File: src/kli_pkg.sv
// Package for the keyframe linear interpolator: opcodes, widths, queue word.
// No dependencies.
`default_nettype none
package kli_pkg;
  localparam int MAX_KEYS_DEF = 16;
  localparam int MAX_CHANNELS_DEF = 4;
  localparam logic [16:0] ONE_Q16 = 17'h10000;

  typedef enum logic [1:0] {
    OP_WRITE_KEY = 2'd0,
    OP_WRITE_VALUE = 2'd1,
    OP_INTERP = 2'd2,
    OP_NONE = 2'd3
  } op_t;

  localparam logic [1:0] CFG_KEY_COUNT = 2'd0;
  localparam logic [1:0] CFG_CHANNEL_COUNT = 2'd1;

  // word passed from the front end to the back end
  typedef struct packed {
    op_t op;
    logic [3:0] entry_index;
    logic [1:0] channel_index;
    logic [16:0] fraction_word;
    logic [31:0] value_word;
  } cmd_t;

  typedef enum logic [3:0] {
    ST_IDLE, ST_SEARCH, ST_KEY1, ST_KEY2, ST_ROW, ST_VAL1, ST_VAL2,
    ST_MUL, ST_START, ST_DIV, ST_SUM, ST_OUT
  } state_t;
endpackage
`default_nettype wire

File: src/kli_front.sv
// Front end: accepts items, drops no-ops, feeds a two-entry queue.
// Depends on kli_pkg.
`default_nettype none
module kli_front (
  input  wire               clk,
  input  wire               rst,
  input  wire               valid,
  output logic              ready,
  input  wire         [1:0] op,
  input  wire         [3:0] entry_index,
  input  wire         [1:0] channel_index,
  input  wire        [16:0] fraction_word,
  input  wire signed [31:0] value_word,
  output logic              q_valid,
  input  wire               q_ready,
  output kli_pkg::cmd_t     q_word
);
  import kli_pkg::*;
  cmd_t mem [2];
  logic wp, rp;
  logic [1:0] count;
  logic push, pop;

  assign ready = (count != 2'd2);
  assign push = valid && ready && (op != OP_NONE);
  assign pop = q_valid && q_ready;
  assign q_valid = (count != 2'd0);
  assign q_word = mem[rp];

  // hold queue entries
  always_ff @(posedge clk) begin
    if (push) begin
      mem[wp] <= '{op_t'(op), entry_index, channel_index, fraction_word, value_word};
    end
  end

  // advance pointers
  always_ff @(posedge clk) begin
    if (rst) begin
      wp <= 1'b0;
      rp <= 1'b0;
      count <= 2'd0;
    end else begin
      if (push) wp <= ~wp;
      if (pop) rp <= ~rp;
      count <= count + {1'b0, push} - {1'b0, pop};
    end
  end
endmodule
`default_nettype wire

File: config.mk
export PLATFORM = sky130hd
export DESIGN_NAME = kli_front
export DESIGN_NICKNAME = d
export VERILOG_FILES = /design/src/kli_pkg.sv /design/src/kli_front.sv
export SDC_FILE = /design/constraint.sdc
export NUM_CORES = 1
export LEC_CHECK = 0
export BUFFER_PORTS_ARGS = -buffer_cell sky130_fd_sc_hd__buf_2
export CAP_MARGIN = 15
export CORE_UTILIZATION = 52
export DETAILED_ROUTE_END_ITERATION = 16
export PLACE_DENSITY = 0.8
export SLEW_MARGIN = 20
export SYNTH_ARGS = -nofsm -noshare
export SYNTH_HDL_FRONTEND = slang
export SYNTH_SLANG_ARGS = --single-unit
File: constraint.sdc
create_clock -name clk -period 4.1 [get_ports clk]
set_input_delay 0 -clock clk [delete_from_list [all_inputs] [get_ports clk]]
set_output_delay 0 -clock clk [all_outputs]
set_load 0.005 [all_outputs]
==> results.py <==
metrics = {
    "clock_tree": {
        "clkTransAtPathRegs_ps": 60,
        "tritoncts_num_sinks": 119,
        "clock_tree_buf_depth": 2,
        "tritoncts_clock_tree": "done",
        "cts_setup_buffers": 0,
        "numCtsBuffers": 17,
        "cts-root-buf": "sky130_fd_sc_hd__clkbuf_8",
        "clkLatencyLatePin_ps": 500,
        "clock_tree.htree_level_count": 4,
    },
    "cells_and_area": {
        "antenna_cells": 0,
        "num-fill-cells": 481,
        "share_of_final_layout_standard_cells_stronger_than_drive_strength_1": 0.524,
        "layout_commonest_cell": "sky130_fd_sc_hd__buf_2",
        "layout.nets": 464,
        "syn_to_final_growth_pct": 44.8,
        "final_core_utilization": 0.784,
        "commonest_cells_after_routing_fill_and_taps_aside": "sky130_fd_sc_hd__buf_2, sky130_fd_sc_hd__edfxtp_1, sky130_fd_sc_hd__dlygate4sd3_1",
        "regArea_um2": 3530,
        "multi_input_area_um2": 903,
    },
    "critical_path": {
        "worstPathMaxFanout": 28,
        "timing.critical_path.to_type": "register",
        "regToRegStartpoint": "count[0]",
        "crit_start": "count[0]",
        "cp.required_ps": 4290,
        "timing.setup.critical_path_class": "reg -> reg",
        "critical_path_arrival_ps": 2230,
        "worst_setup_path_start_kind": "register",
    },
    "global_routing": {
        "grt_antenna_before_repair": 0,
        "overflow": 0,
        "grt_util_all_layers": 0.192,
        "number_of_global_route_vias_before_repair": 2549,
        "largest_net_degree_at_the_start_of_global_routing": 58,
        "global_route_wire_length_before_repair_mm": 12.1,
    },
    "route": {
        "route.top_layer_used": "met4",
        "met2_length_mm": 4.33,
        "wirelength_mm": 8.10,
        "drt_first_iter_violations": 93,
        "wl_per_cell_um": 15.6,
        "routed_wire_length_on_met3_um": 430,
        "drtAntennaViolNets": 0,
        "detail_route.wirelength.met1_mm": 3.24,
        "dr_total_vias": 2516,
        "drc": 0,
        "post_drt_via_cell_ratio": 4.85,
        "drt_first_pass_iters": 4,
    },
    "sta": {
        "setup_tns_ps": 0,
        "clock_skew_ps": 6.77,
        "fin_crit_sh": 0.498,
        "setup_viol": 0,
        "max-slew-margin-rel": 0.391,
        "finalWorstPathRequiredPeriod_ps": 2040,
        "unrepaired_setup_endpoints_after_global_routing": "no",
        "timing.final.max_slew_violations": 0,
        "fmaxAchievable_mhz": 490,
        "worst_pin_slew_ps": 914,
        "hold_viol": 0,
    },
    "place": {
        "gpl.final_weighted_congestion": 0.669,
        "io_buffers": 119,
        "place_hpwl_mm": 4.70,
    },
    "pwr": {
        "power_density_nw_per_um2": 637,
        "peakVddDrop_mv": 0.544,
        "total_leakage_power_nw": 2.56,
    },
    "die": {
        "core.rowCount": 33,
        "initial_core_util": 0.542,
        "floorplan.core_area_um2": 8260,
        "chipHeight_um": 94.8,
        "floorplan.die_area_um2": 8980,
        "die_width_um": 94.8,
        "io-pin-count": 120,
    },
    "job": {
        "max_cap_violations": 0,
    },
    "yosys": {
        "post_synth_inst_count": 204,
        "synth_nets": 267,
        "synth.ff_latch_count": 119,
        "synth.avg_cell_area_um2": 21.9,
        "synth.distinct_cells": 19,
        "yosys_warnings": 0,
        "ys_seq_area_frac": 0.787,
        "synthesis.area_um2": 4470,
    },
    "worst_hold_path": {
        "holdCritPathClass": "in -> reg",
        "hold_start": "fraction_word[11]",
    },
    "outcome": {
        "run_status": "finished clean",
    },
}
## kinds of logic after synthesis
family	count (synthesis)	synth area share
AO/OA/AOI/OAI	1	0.00168
XOR/XNOR	2	0.00392
adder cells (fa/ha/maj)	2	0.00559
multiplexers	58	0.171
flip-flops	119	0.787
buffers and inverters	8	0.0140
AND/OR/NAND/NOR	14	0.0162
## final cells by class
type | count | area share
Timing Repair Buffer | 184 | 0.191
Sequential cell | 119 | 0.545
Clock inverter | 14 | 0.0392
Inverter | 2 | 0.00116
Tap cell | 105 | 0.0203
Clock buffer | 18 | 0.0645
Multi-Input combinational cell | 77 | 0.139
## critical path: stages, from the launching register on
cell	delay [ps]
sky130_fd_sc_hd__dfxtp_1	360
sky130_fd_sc_hd__nand2b_2	150
sky130_fd_sc_hd__nand3_2	180
sky130_fd_sc_hd__nor2_4	640
sky130_fd_sc_hd__buf_4	370
## final timing paths
| kind | endpoint | depth (start not counted) | slack [ps] |
|---|---|---|---|
| max | mem[0][51] | 4 | 2060 |
| min | mem[0][43] | 2 | 220 |
| max reg2reg | mem[0][51] | 4 | 2060 |
| min reg2reg | count[1] | 2 | 570 |
## Yosys cell counts
library cell | n | area, um^2
sky130_fd_sc_hd__xnor2_1 | 1 | 8.76
sky130_fd_sc_hd__inv_1 | 2 | 7.51
sky130_fd_sc_hd__o21a_1 | 1 | 7.51
sky130_fd_sc_hd__nor2b_1 | 1 | 6.26
sky130_fd_sc_hd__or2_2 | 1 | 6.26
sky130_fd_sc_hd__xor2_1 | 1 | 8.76
sky130_fd_sc_hd__buf_6 | 4 | 45.0
sky130_fd_sc_hd__nand3_2 | 1 | 10.0
sky130_fd_sc_hd__nand2b_2 | 1 | 8.76
sky130_fd_sc_hd__and2_1 | 1 | 6.26
sky130_fd_sc_hd__mux2_2 | 28 | 315
sky130_fd_sc_hd__nor3_1 | 1 | 5.00
sky130_fd_sc_hd__edfxtp_1 | 114 | 3420
sky130_fd_sc_hd__mux2_4 | 30 | 450
sky130_fd_sc_hd__nand2_1 | 1 | 3.75
sky130_fd_sc_hd__buf_2 | 2 | 10.0
sky130_fd_sc_hd__nor2_1 | 7 | 26.3
sky130_fd_sc_hd__ha_1 | 2 | 25.0
sky130_fd_sc_hd__dfxtp_1 | 5 | 100
## repair_timing
action	4_1_cts	5_1_grt
resized for setup	0	0
hold endpoints to repair	119	0
hold buffers	61	0
## state kept, by name (all words and copies together) (netlist names), named ones only
signal	flops
wp	1
count	2
mem	114
rp	1
## report_power, final
part           internal [mW]  switching, mW  leakage, nW
Clock                   1.17          0.491        0.326
Combinational          0.502          0.295         1.13
Sequential              1.52          0.148         1.10
Total                   3.19          0.934         2.56
## routing by layer
| layer | up-vias | GRT usage |
|---|---|---|
| met1 | 1232 | 0.216 |
| met5 | - | 0 |
| met2 | 82 | 0.326 |
| met3 | 10 | 0.0644 |
| met4 | 0 | 0.0922 |
| li1 | 1192 | - |
## metrics by stage
stage,std cells,instance area (um^2),setup WS (ps),hold slack (ps),power (mW)
6_report,519,6480,2060,224,4.12
5_1_grt,519,6480,1880,192,4.29
4_1_cts,519,6480,2000,191,4.16
3_5_place_dp,426,5190,2020,191,2.44
3_3_place_gp,426,5190,2110,188,2.42
2_1_floorplan,204,4470,644,71.6,2.15
Power figures use the tool's default switching activity.
