--- config.mk ---
export PLATFORM = sky130hd
export DESIGN_NAME = kli_back
export DESIGN_NICKNAME = d
export VERILOG_FILES = /design/src/kli_pkg.sv /design/src/kli_div.sv /design/src/kli_back.sv
export SDC_FILE = /design/constraint.sdc
export NUM_CORES = 2
export LEC_CHECK = 0
export BUFFER_PORTS_ARGS = -buffer_cell sky130_fd_sc_hd__buf_2
export CAP_MARGIN = 20
export CORE_AREA = 4 4 448 627
export DETAILED_ROUTE_END_ITERATION = 10
export DIE_AREA = 0 0 452 631
export PLACE_DENSITY_LB_ADDON = 0.08
export SYNTH_ARGS = -nofsm -noshare
export SYNTH_HDL_FRONTEND = slang
export SYNTH_HIERARCHICAL = 1
export SYNTH_SLANG_ARGS = --single-unit
--- constraint.sdc ---
create_clock -name clk -period 12.4 [get_ports clk]
set_input_delay 0.62 -clock clk [delete_from_list [all_inputs] [get_ports clk]]
set_output_delay 0.62 -clock clk [all_outputs]
set_load 0.05 [all_outputs]
--- src/kli_pkg.sv ---
// Package for the keyframe linear interpolator: opcodes, widths, queue word.
// No dependencies.
`default_nettype none
package kli_pkg;
  localparam int MAX_KEYS_DEF = 16;
  localparam int MAX_CHANNELS_DEF = 4;
  localparam logic [16:0] ONE_Q16 = 17'h10000;

  typedef enum logic [1:0] {
    OP_WRITE_KEY = 2'd0,
    OP_WRITE_VALUE = 2'd1,
    OP_INTERP = 2'd2,
    OP_NONE = 2'd3
  } op_t;

  localparam logic [1:0] CFG_KEY_COUNT = 2'd0;
  localparam logic [1:0] CFG_CHANNEL_COUNT = 2'd1;

  // word passed from the front end to the back end
  typedef struct packed {
    op_t op;
    logic [3:0] entry_index;
    logic [1:0] channel_index;
    logic [16:0] fraction_word;
    logic [31:0] value_word;
  } cmd_t;

  typedef enum logic [3:0] {
    ST_IDLE, ST_SEARCH, ST_KEY1, ST_KEY2, ST_ROW, ST_VAL1, ST_VAL2,
    ST_MUL, ST_START, ST_DIV, ST_SUM, ST_OUT
  } state_t;
endpackage
`default_nettype wire

--- src/kli_div.sv ---
// Restoring unsigned divider, one quotient bit per cycle.
// No dependencies.
`default_nettype none
module kli_div (
  input  wire         clk,
  input  wire         rst,
  input  wire         start,
  input  wire  [48:0] dividend,
  input  wire  [16:0] divisor,
  output logic        done,
  output logic [48:0] quotient
);
  logic [5:0] cnt;
  logic busy;
  logic [17:0] rem;
  logic [17:0] trial;

  assign trial = {rem[16:0], quotient[48]} - {1'b0, divisor};

  // step one bit
  always_ff @(posedge clk) begin
    if (rst) begin
      busy <= 1'b0;
      done <= 1'b0;
      cnt <= 6'd0;
    end else begin
      done <= 1'b0;
      if (start) begin
        busy <= 1'b1;
        cnt <= 6'd0;
      end else if (busy) begin
        cnt <= cnt + 6'd1;
        if (cnt == 6'd48) begin
          busy <= 1'b0;
          done <= 1'b1;
        end
      end
    end
  end

  always_ff @(posedge clk) begin
    if (start) begin
      rem <= 18'd0;
      quotient <= dividend;
    end else if (busy) begin
      if (!trial[17]) begin
        rem <= trial;
        quotient <= {quotient[47:0], 1'b1};
      end else begin
        rem <= {rem[16:0], quotient[48]};
        quotient <= {quotient[47:0], 1'b0};
      end
    end
  end
endmodule
`default_nettype wire

--- src/kli_back.sv ---
// Back end: table writes, key search, per-channel blend and output register.
// Depends on kli_pkg and kli_div.
`default_nettype none
module kli_back #(
  parameter int MAX_KEYS = 16,
  parameter int MAX_CHANNELS = 4
) (
  input  wire                clk,
  input  wire                rst,
  input  wire                q_valid,
  output logic               q_ready,
  input  kli_pkg::cmd_t      q_word,
  input  wire          [4:0] key_count,
  input  wire          [2:0] channel_count,
  output logic               out_valid,
  input  wire                out_ready,
  output logic         [1:0] out_channel,
  output logic signed [31:0] out_value,
  output logic               last
);
  import kli_pkg::*;
  localparam int KW = $clog2(MAX_KEYS);
  localparam int CW = (MAX_CHANNELS > 1) ? $clog2(MAX_CHANNELS) : 1;
  localparam int AW = KW + CW;

  logic [16:0] key_mem [MAX_KEYS];
  logic [31:0] val_mem [1 << AW];

  state_t state, state_next;
  cmd_t cmd;
  logic [8:0] n, pos;
  logic [4:0] nch, ch;
  logic [16:0] key_rd, k1, k2;
  logic [31:0] val_rd;
  logic signed [32:0] v1, diff;
  logic [KW-1:0] row1, row2;
  logic [KW-1:0] key_addr;
  logic [AW-1:0] val_addr;
  logic signed [17:0] fk;
  logic signed [51:0] prod;
  logic neg;
  logic [48:0] mag, quot;
  logic signed [17:0] den_s;
  logic [16:0] den;
  logic div_start, div_done;
  logic signed [50:0] sum;
  logic load_cmd;
  logic search_hit;
  logic state_flag_hit;
  logic [16:0] key_hi;
  logic [31:0] val_lo;

  function automatic logic cmd_ok_key(cmd_t w);
    return (w.op == OP_WRITE_KEY) && ({5'd0, w.entry_index} < 9'(MAX_KEYS));
  endfunction
  function automatic logic cmd_ok_val(cmd_t w);
    return (w.op == OP_WRITE_VALUE) && ({5'd0, w.entry_index} < 9'(MAX_KEYS))
           && ({3'd0, w.channel_index} < 5'(MAX_CHANNELS));
  endfunction

  // clamp counts
  always_comb begin
    n = ({4'd0, key_count} > 9'(MAX_KEYS)) ? 9'(MAX_KEYS) : {4'd0, key_count};
    nch = ({2'd0, channel_count} > 5'(MAX_CHANNELS)) ? 5'(MAX_CHANNELS)
          : {2'd0, channel_count};
  end

  assign q_ready = (state == ST_IDLE);
  assign load_cmd = q_valid && q_ready;

  // signed key span and its magnitude
  assign den_s = $signed({1'b0, k2}) - $signed({1'b0, k1});
  assign den = den_s[17] ? 17'(-den_s) : den_s[16:0];

  // key_rd holds key[pos-1] once pos is nonzero
  assign search_hit = (state == ST_SEARCH) && (pos != 9'd0)
                      && (key_rd > cmd.fraction_word || key_rd >= ONE_Q16);

  // table address mux
  always_comb begin
    key_addr = pos[KW-1:0];
    if (state == ST_KEY1) key_addr = row1;
    val_addr = {row1, ch[CW-1:0]};
    if (state == ST_VAL1) val_addr = {row2, ch[CW-1:0]};
  end

  // write tables, registered reads
  always_ff @(posedge clk) begin
    if (load_cmd && cmd_ok_key(q_word)) key_mem[KW'(q_word.entry_index)] <= q_word.fraction_word;
    if (load_cmd && cmd_ok_val(q_word))
      val_mem[{KW'(q_word.entry_index), CW'(q_word.channel_index)}] <= q_word.value_word;
    key_rd <= key_mem[key_addr];
    val_rd <= val_mem[val_addr];
  end

  kli_div u_div (
    .clk(clk), .rst(rst), .start(div_start), .dividend(mag),
    .divisor(den), .done(div_done), .quotient(quot)
  );

  // next state
  always_comb begin
    state_next = state;
    div_start = 1'b0;
    case (state)
      ST_IDLE: if (load_cmd && q_word.op == OP_INTERP) state_next = ST_SEARCH;
      ST_SEARCH: if (search_hit || pos == n) state_next = ST_KEY1;
      ST_KEY1: state_next = ST_KEY2;
      ST_KEY2: state_next = (nch == 5'd0) ? ST_IDLE : ST_ROW;
      ST_ROW: state_next = ST_VAL1;
      ST_VAL1: state_next = ST_VAL2;
      ST_VAL2: state_next = ST_MUL;
      ST_MUL: state_next = (k1 == k2 || n == 9'd0) ? ST_SUM : ST_START;
      ST_START: begin
        div_start = 1'b1;
        state_next = ST_DIV;
      end
      ST_DIV: if (div_done) state_next = ST_SUM;
      ST_SUM: state_next = ST_OUT;
      ST_OUT: if (!out_valid || out_ready) state_next = (ch + 5'd1 == nch) ? ST_IDLE : ST_ROW;
      default: state_next = ST_IDLE;
    endcase
  end

  always_ff @(posedge clk) begin
    if (rst) state <= ST_IDLE;
    else state <= state_next;
  end

  // datapath
  always_ff @(posedge clk) begin
    case (state)
      ST_IDLE: begin
        cmd <= q_word;
        pos <= 9'd0;
        ch <= 5'd0;
      end
      ST_SEARCH: begin
        // one key per cycle; on a hit pos steps back to the hit index
        if (search_hit) begin
          pos <= pos - 9'd1;
          row1 <= (pos > 9'd1) ? KW'(pos - 9'd2) : '0;
          row2 <= KW'(pos - 9'd1);
          state_flag_hit <= 1'b1;
        end else if (pos == n) begin
          row1 <= (n != 9'd0) ? KW'(n - 9'd1) : '0;
          row2 <= (n != 9'd0) ? KW'(n - 9'd1) : '0;
          state_flag_hit <= 1'b0;
        end else begin
          pos <= pos + 9'd1;
        end
      end
      ST_KEY1: ; // key read of row1 issued
      ST_KEY2: begin
        k1 <= (pos == 9'd0) ? 17'd0 : key_rd;
        k2 <= state_flag_hit ? key_hi : ONE_Q16;
        if (pos == 9'd0) row1 <= '0;
      end
      ST_VAL2: begin
        v1 <= {val_lo[31], val_lo};
        diff <= {val_rd[31], val_rd} - {val_lo[31], val_lo};
        fk <= $signed({1'b0, cmd.fraction_word}) - $signed({1'b0, k1});
      end
      ST_MUL: begin
        prod <= 52'(diff * fk);
      end
      ST_DIV: ;
      ST_SUM: begin
        if (k1 == k2) sum <= 51'(v1);
        else if (neg) sum <= 51'(v1) - $signed({2'b0, quot});
        else sum <= 51'(v1) + $signed({2'b0, quot});
      end
      ST_OUT: if (!out_valid || out_ready) ch <= ch + 5'd1;
      default: ;
    endcase
  end

  // capture the upper key while searching and the lower row value
  always_ff @(posedge clk) begin
    if (state == ST_SEARCH && pos != 9'd0) key_hi <= key_rd;
    if (state == ST_VAL1) val_lo <= val_rd;
  end

  // magnitude with half-divisor rounding; sign from product and key span
  always_comb begin
    neg = prod[51] ^ den_s[17];
    mag = 49'(prod[51] ? -prod : prod) + 49'(den >> 1);
  end

  // output register
  always_ff @(posedge clk) begin
    if (rst) begin
      out_valid <= 1'b0;
    end else begin
      if (out_valid && out_ready) out_valid <= 1'b0;
      if (state == ST_OUT && (!out_valid || out_ready)) begin
        out_valid <= 1'b1;
        out_channel <= ch[1:0];
        last <= (ch + 5'd1 == nch);
        if (n == 9'd0) out_value <= '0;
        else if (sum > 51'sd2147483647) out_value <= 32'sh7fffffff;
        else if (sum < -51'sd2147483648) out_value <= 32'sh80000000;
        else out_value <= sum[31:0];
      end
    end
  end
endmodule
`default_nettype wire

==> metrics.md <==
| Metric | Value |
|---|---|
| Layout Nets | `9823` |
| Largest net degree at the start of global routing | `108` |
| RSZ-0062 raised after global routing | `false` |
| Worst path slowest cell | `a2111oi_0` |
| Layout cell share with drive strength beyond 1 | `17.5%` |
| Die area | `0.285 mm2` |
| Endpoints failing setup | `0` |
| Dpl hpwl | `236000 um` |
| Worst path buffer plus inverter count | `1` |
| Worst hold path type | `input pin to flip-flop` |
| Status | `finished clean` |
| Clk_lat worst skew | `0.85 ns` |
| Mapped cell area | `0.137 mm2` |
| Number of synthesized flops with an enable pin | `2711` |
| Worst Setup Path Type | `flip-flop to flip-flop` |
| DRT Pass-1 Iters | `6` |
| Slew @ Worst Pin | `1.15 ns` |
| CTS buffer count | `283` |
| Setup Skew | `0.0545 ns` |
| Initial DRC count | `6309` |
| Post-Route Utilization | `55.3%` |
| Achievable Freq | `119 MHz` |
| Final hold violation count | `0` |
| Antenna viol nets, final | `0` |
| Row count | `228` |
| Mean Syn Cell Area | `15.8 um2` |
| CP Depth | `22` |
| Slew headroom | `22.7%` |
| Peak VDD IR | `0.126 mV` |
| Syn nets | `9624` |
| Synth top area share | `59.4%` |
| Placer Congestion | `0.916` |
| Initial core utilization | `49.8%` |
| Port bufs | `105` |
| Cells on Worst Hold Path | `1` |
| Depth of the worst register-to-register path | `22` |
| Fillers | `21948` |
| CP Max Fanout | `17` |
| Most frequent cells in the layout | `edfxtp_1, inv_1, mux4_2` |
| Leakage | `52.7 nW` |
| Mapped Cells | `8678` |
| Fraction of registers with async set/reset | `0%` |
| Final period utilization | `67.6%` |
| Drt drc | `0` |
| Most common cell after layout, fill and taps aside | `edfxtp_1` |
| Die Width | `452 um` |
| Post-synth top flop | `edfxtp_1` |
| Area occupied by multi-input gates | `0.0501 mm2` |
| Vias | `75700` |
| Die Y | `631 um` |
| Yosys cell types | `102` |
| Worst Setup End Kind | `flip-flop` |
| Worst Setup SP | `k1[1]` |
| CTS tree | `yes` |
| Core Area | `0.275 mm2` |
| # IOs | `106` |
| Sum Neg Setup Slack | `0 ns` |
| Setup Fix Bufs, Post-CTS | `0` |
| Critical Path, Cell by Cell | `inv_1, ha_1, nor2b_1, o31a_1, o41ai_2, a211o_1, and3_1, o21ai_0, nand2_1, nor2_1, xnor2_1, ha_1, nand4_1, or2_2, a211oi_1, o2111ai_1, a2111oi_0, o2111ai_1, a21oi_1, o21ai_0, a21o_1, xnor2_1` |
| Hold Startpoint | `q_word[30]` |
| Total GRT Usage | `25.9%` |
| Register Area | `0.0830 mm2` |
| Crit path arrival time | `8.94 ns` |
| Layout area overhead | `11.0%` |
| Min cycle time layout | `8.39 ns` |
| Cell Pwr Density | `135 mW/mm2` |
| Setup crit start kind | `flip-flop` |
| Worst path required time | `12.96 ns` |
| Initial antenna violation count | `25` |
| Worst-case clock buffer depth | `4` |
| Area leader, netlist | `edfxtp_1` |
| Reg-to-reg startpoint | `k1[1]` |
| CTS Hold Bufs | `0` |
| Slew Limit Fails | `0` |
| Largest cells by area after synthesis | `edfxtp_1, mux4_2, fa_1, ha_1, inv_1` |
| Sequential share of the synthesized area | `60.6%` |
| Clock transition at path regs | `0.06 ns` |
| Slowest stage delay, CP | `0.90 ns` |
| Crit path max-delay family | `compound AO/OA/AOI/OAI gates` |
| Grt ovf | `0` |
| WL final | `368000 um` |
| Vias in the first global route | `79871` |
| Total number of yosys warnings | `6` |
| Max-cap violation count | `0` |
| Vias/cell | `5.92` |
| PostCTS Resize Cnt | `0` |
| Total clock sinks | `2790` |
| Htree depth | `5` |
| First-pass GRT wire length | `539000 um` |
| Synth Register Bits | `2790` |
| Clock Tree Root | `clkbuf_16` |
| DR WL/cell | `28.8 um` |
-- cell usage after synthesis (52+ instances only) --
library cell	n
edfxtp_1	2711
inv_1	818
mux4_2	708
nand2_1	698
fa_1	575
clkbuf_1	335
and2_1	310
nor2_1	308
ha_1	302
a21oi_1	239
xnor2_1	204
o21ai_0	189
xor2_1	117
a31oi_1	84
a21o_1	82
dfxtp_1	79
nand3_1	75
nor3_1	75
nand2b_1	58
a211oi_1	52
-- per-layer routing --
metal / global-route usage [%] / wire, um / vias to the layer above
li1: - / - / 32689
met1: 31.2 / 136000 / 39975
met2: 47.6 / 198000 / 2318
met3: 3.50 / 18900 / 710
met4: 8.88 / 14500 / 8
met5: 0 / 47 / -
-- cell type report --
type                            instances  area share (%)
Sequential cell                      2790            54.6
Multi-Input combinational cell       4683            33.0
Clock buffer                          370            5.05
Tap cell                             3680            3.03
Inverter                              820            2.02
Timing Repair Buffer                  299            1.60
Clock inverter                        130           0.701
Antenna cell                            6         0.00988
-- stage by stage --
step           hold WS [ns]  power [mW]  worst slack, ns  instances  instance area [um2]
3_5_place_dp          0.429        12.6             4.24      12244               143000
6_report             0.0536        20.6             4.01      12778               152000
3_3_place_gp          0.425        12.6             4.25      12242               143000
5_1_grt              0.0167        21.3             3.77      12775               152000
4_1_cts              0.0401        20.8             4.14      12744               151000
2_1_floorplan         0.408        11.9             5.45       8678               137000
-- registers in the layout, indices dropped and copies added (netlist names), 18 cells and up --
register and flops:
val_mem 2048, key_mem 272, sum 51, prod 50, u_div/quotient 49, diff 33
out_value 32, v1 32, val_lo 32, val_rd 32, fk 18
-- report_power, final --
| part | internal, mW | total (mW) | switching (mW) |
|---|---|---|---|
| combinational | 0.780 | 1.82 | 1.04 |
| clock | 4.68 | 8.23 | 3.55 |
| sequential | 10.4 | 10.5 | 0.0955 |
| total | 15.9 | 20.6 | 4.68 |
-- cells by family after synthesis --
logic type / synth area share, %
AOI/OAI and AO/OA: 4.35
muxes: 12.2
and+or+nand+nor: 6.29
adders and majority gates: 11.2
DFF: 60.6
xor gates and xnor gates: 2.05
buffers and inverters: 3.35
-- worst paths after layout --
| kind | endpoint | slack [ns] |
|---|---|---|
| max | sum[50] | 4.01 |
| min | val_mem[43][30] | 0.05 |
| max reg2reg | sum[50] | 4.01 |
| min reg2reg | val_lo[31] | 0.44 |
No activity file was read; power rests on OpenSTA's default activity.
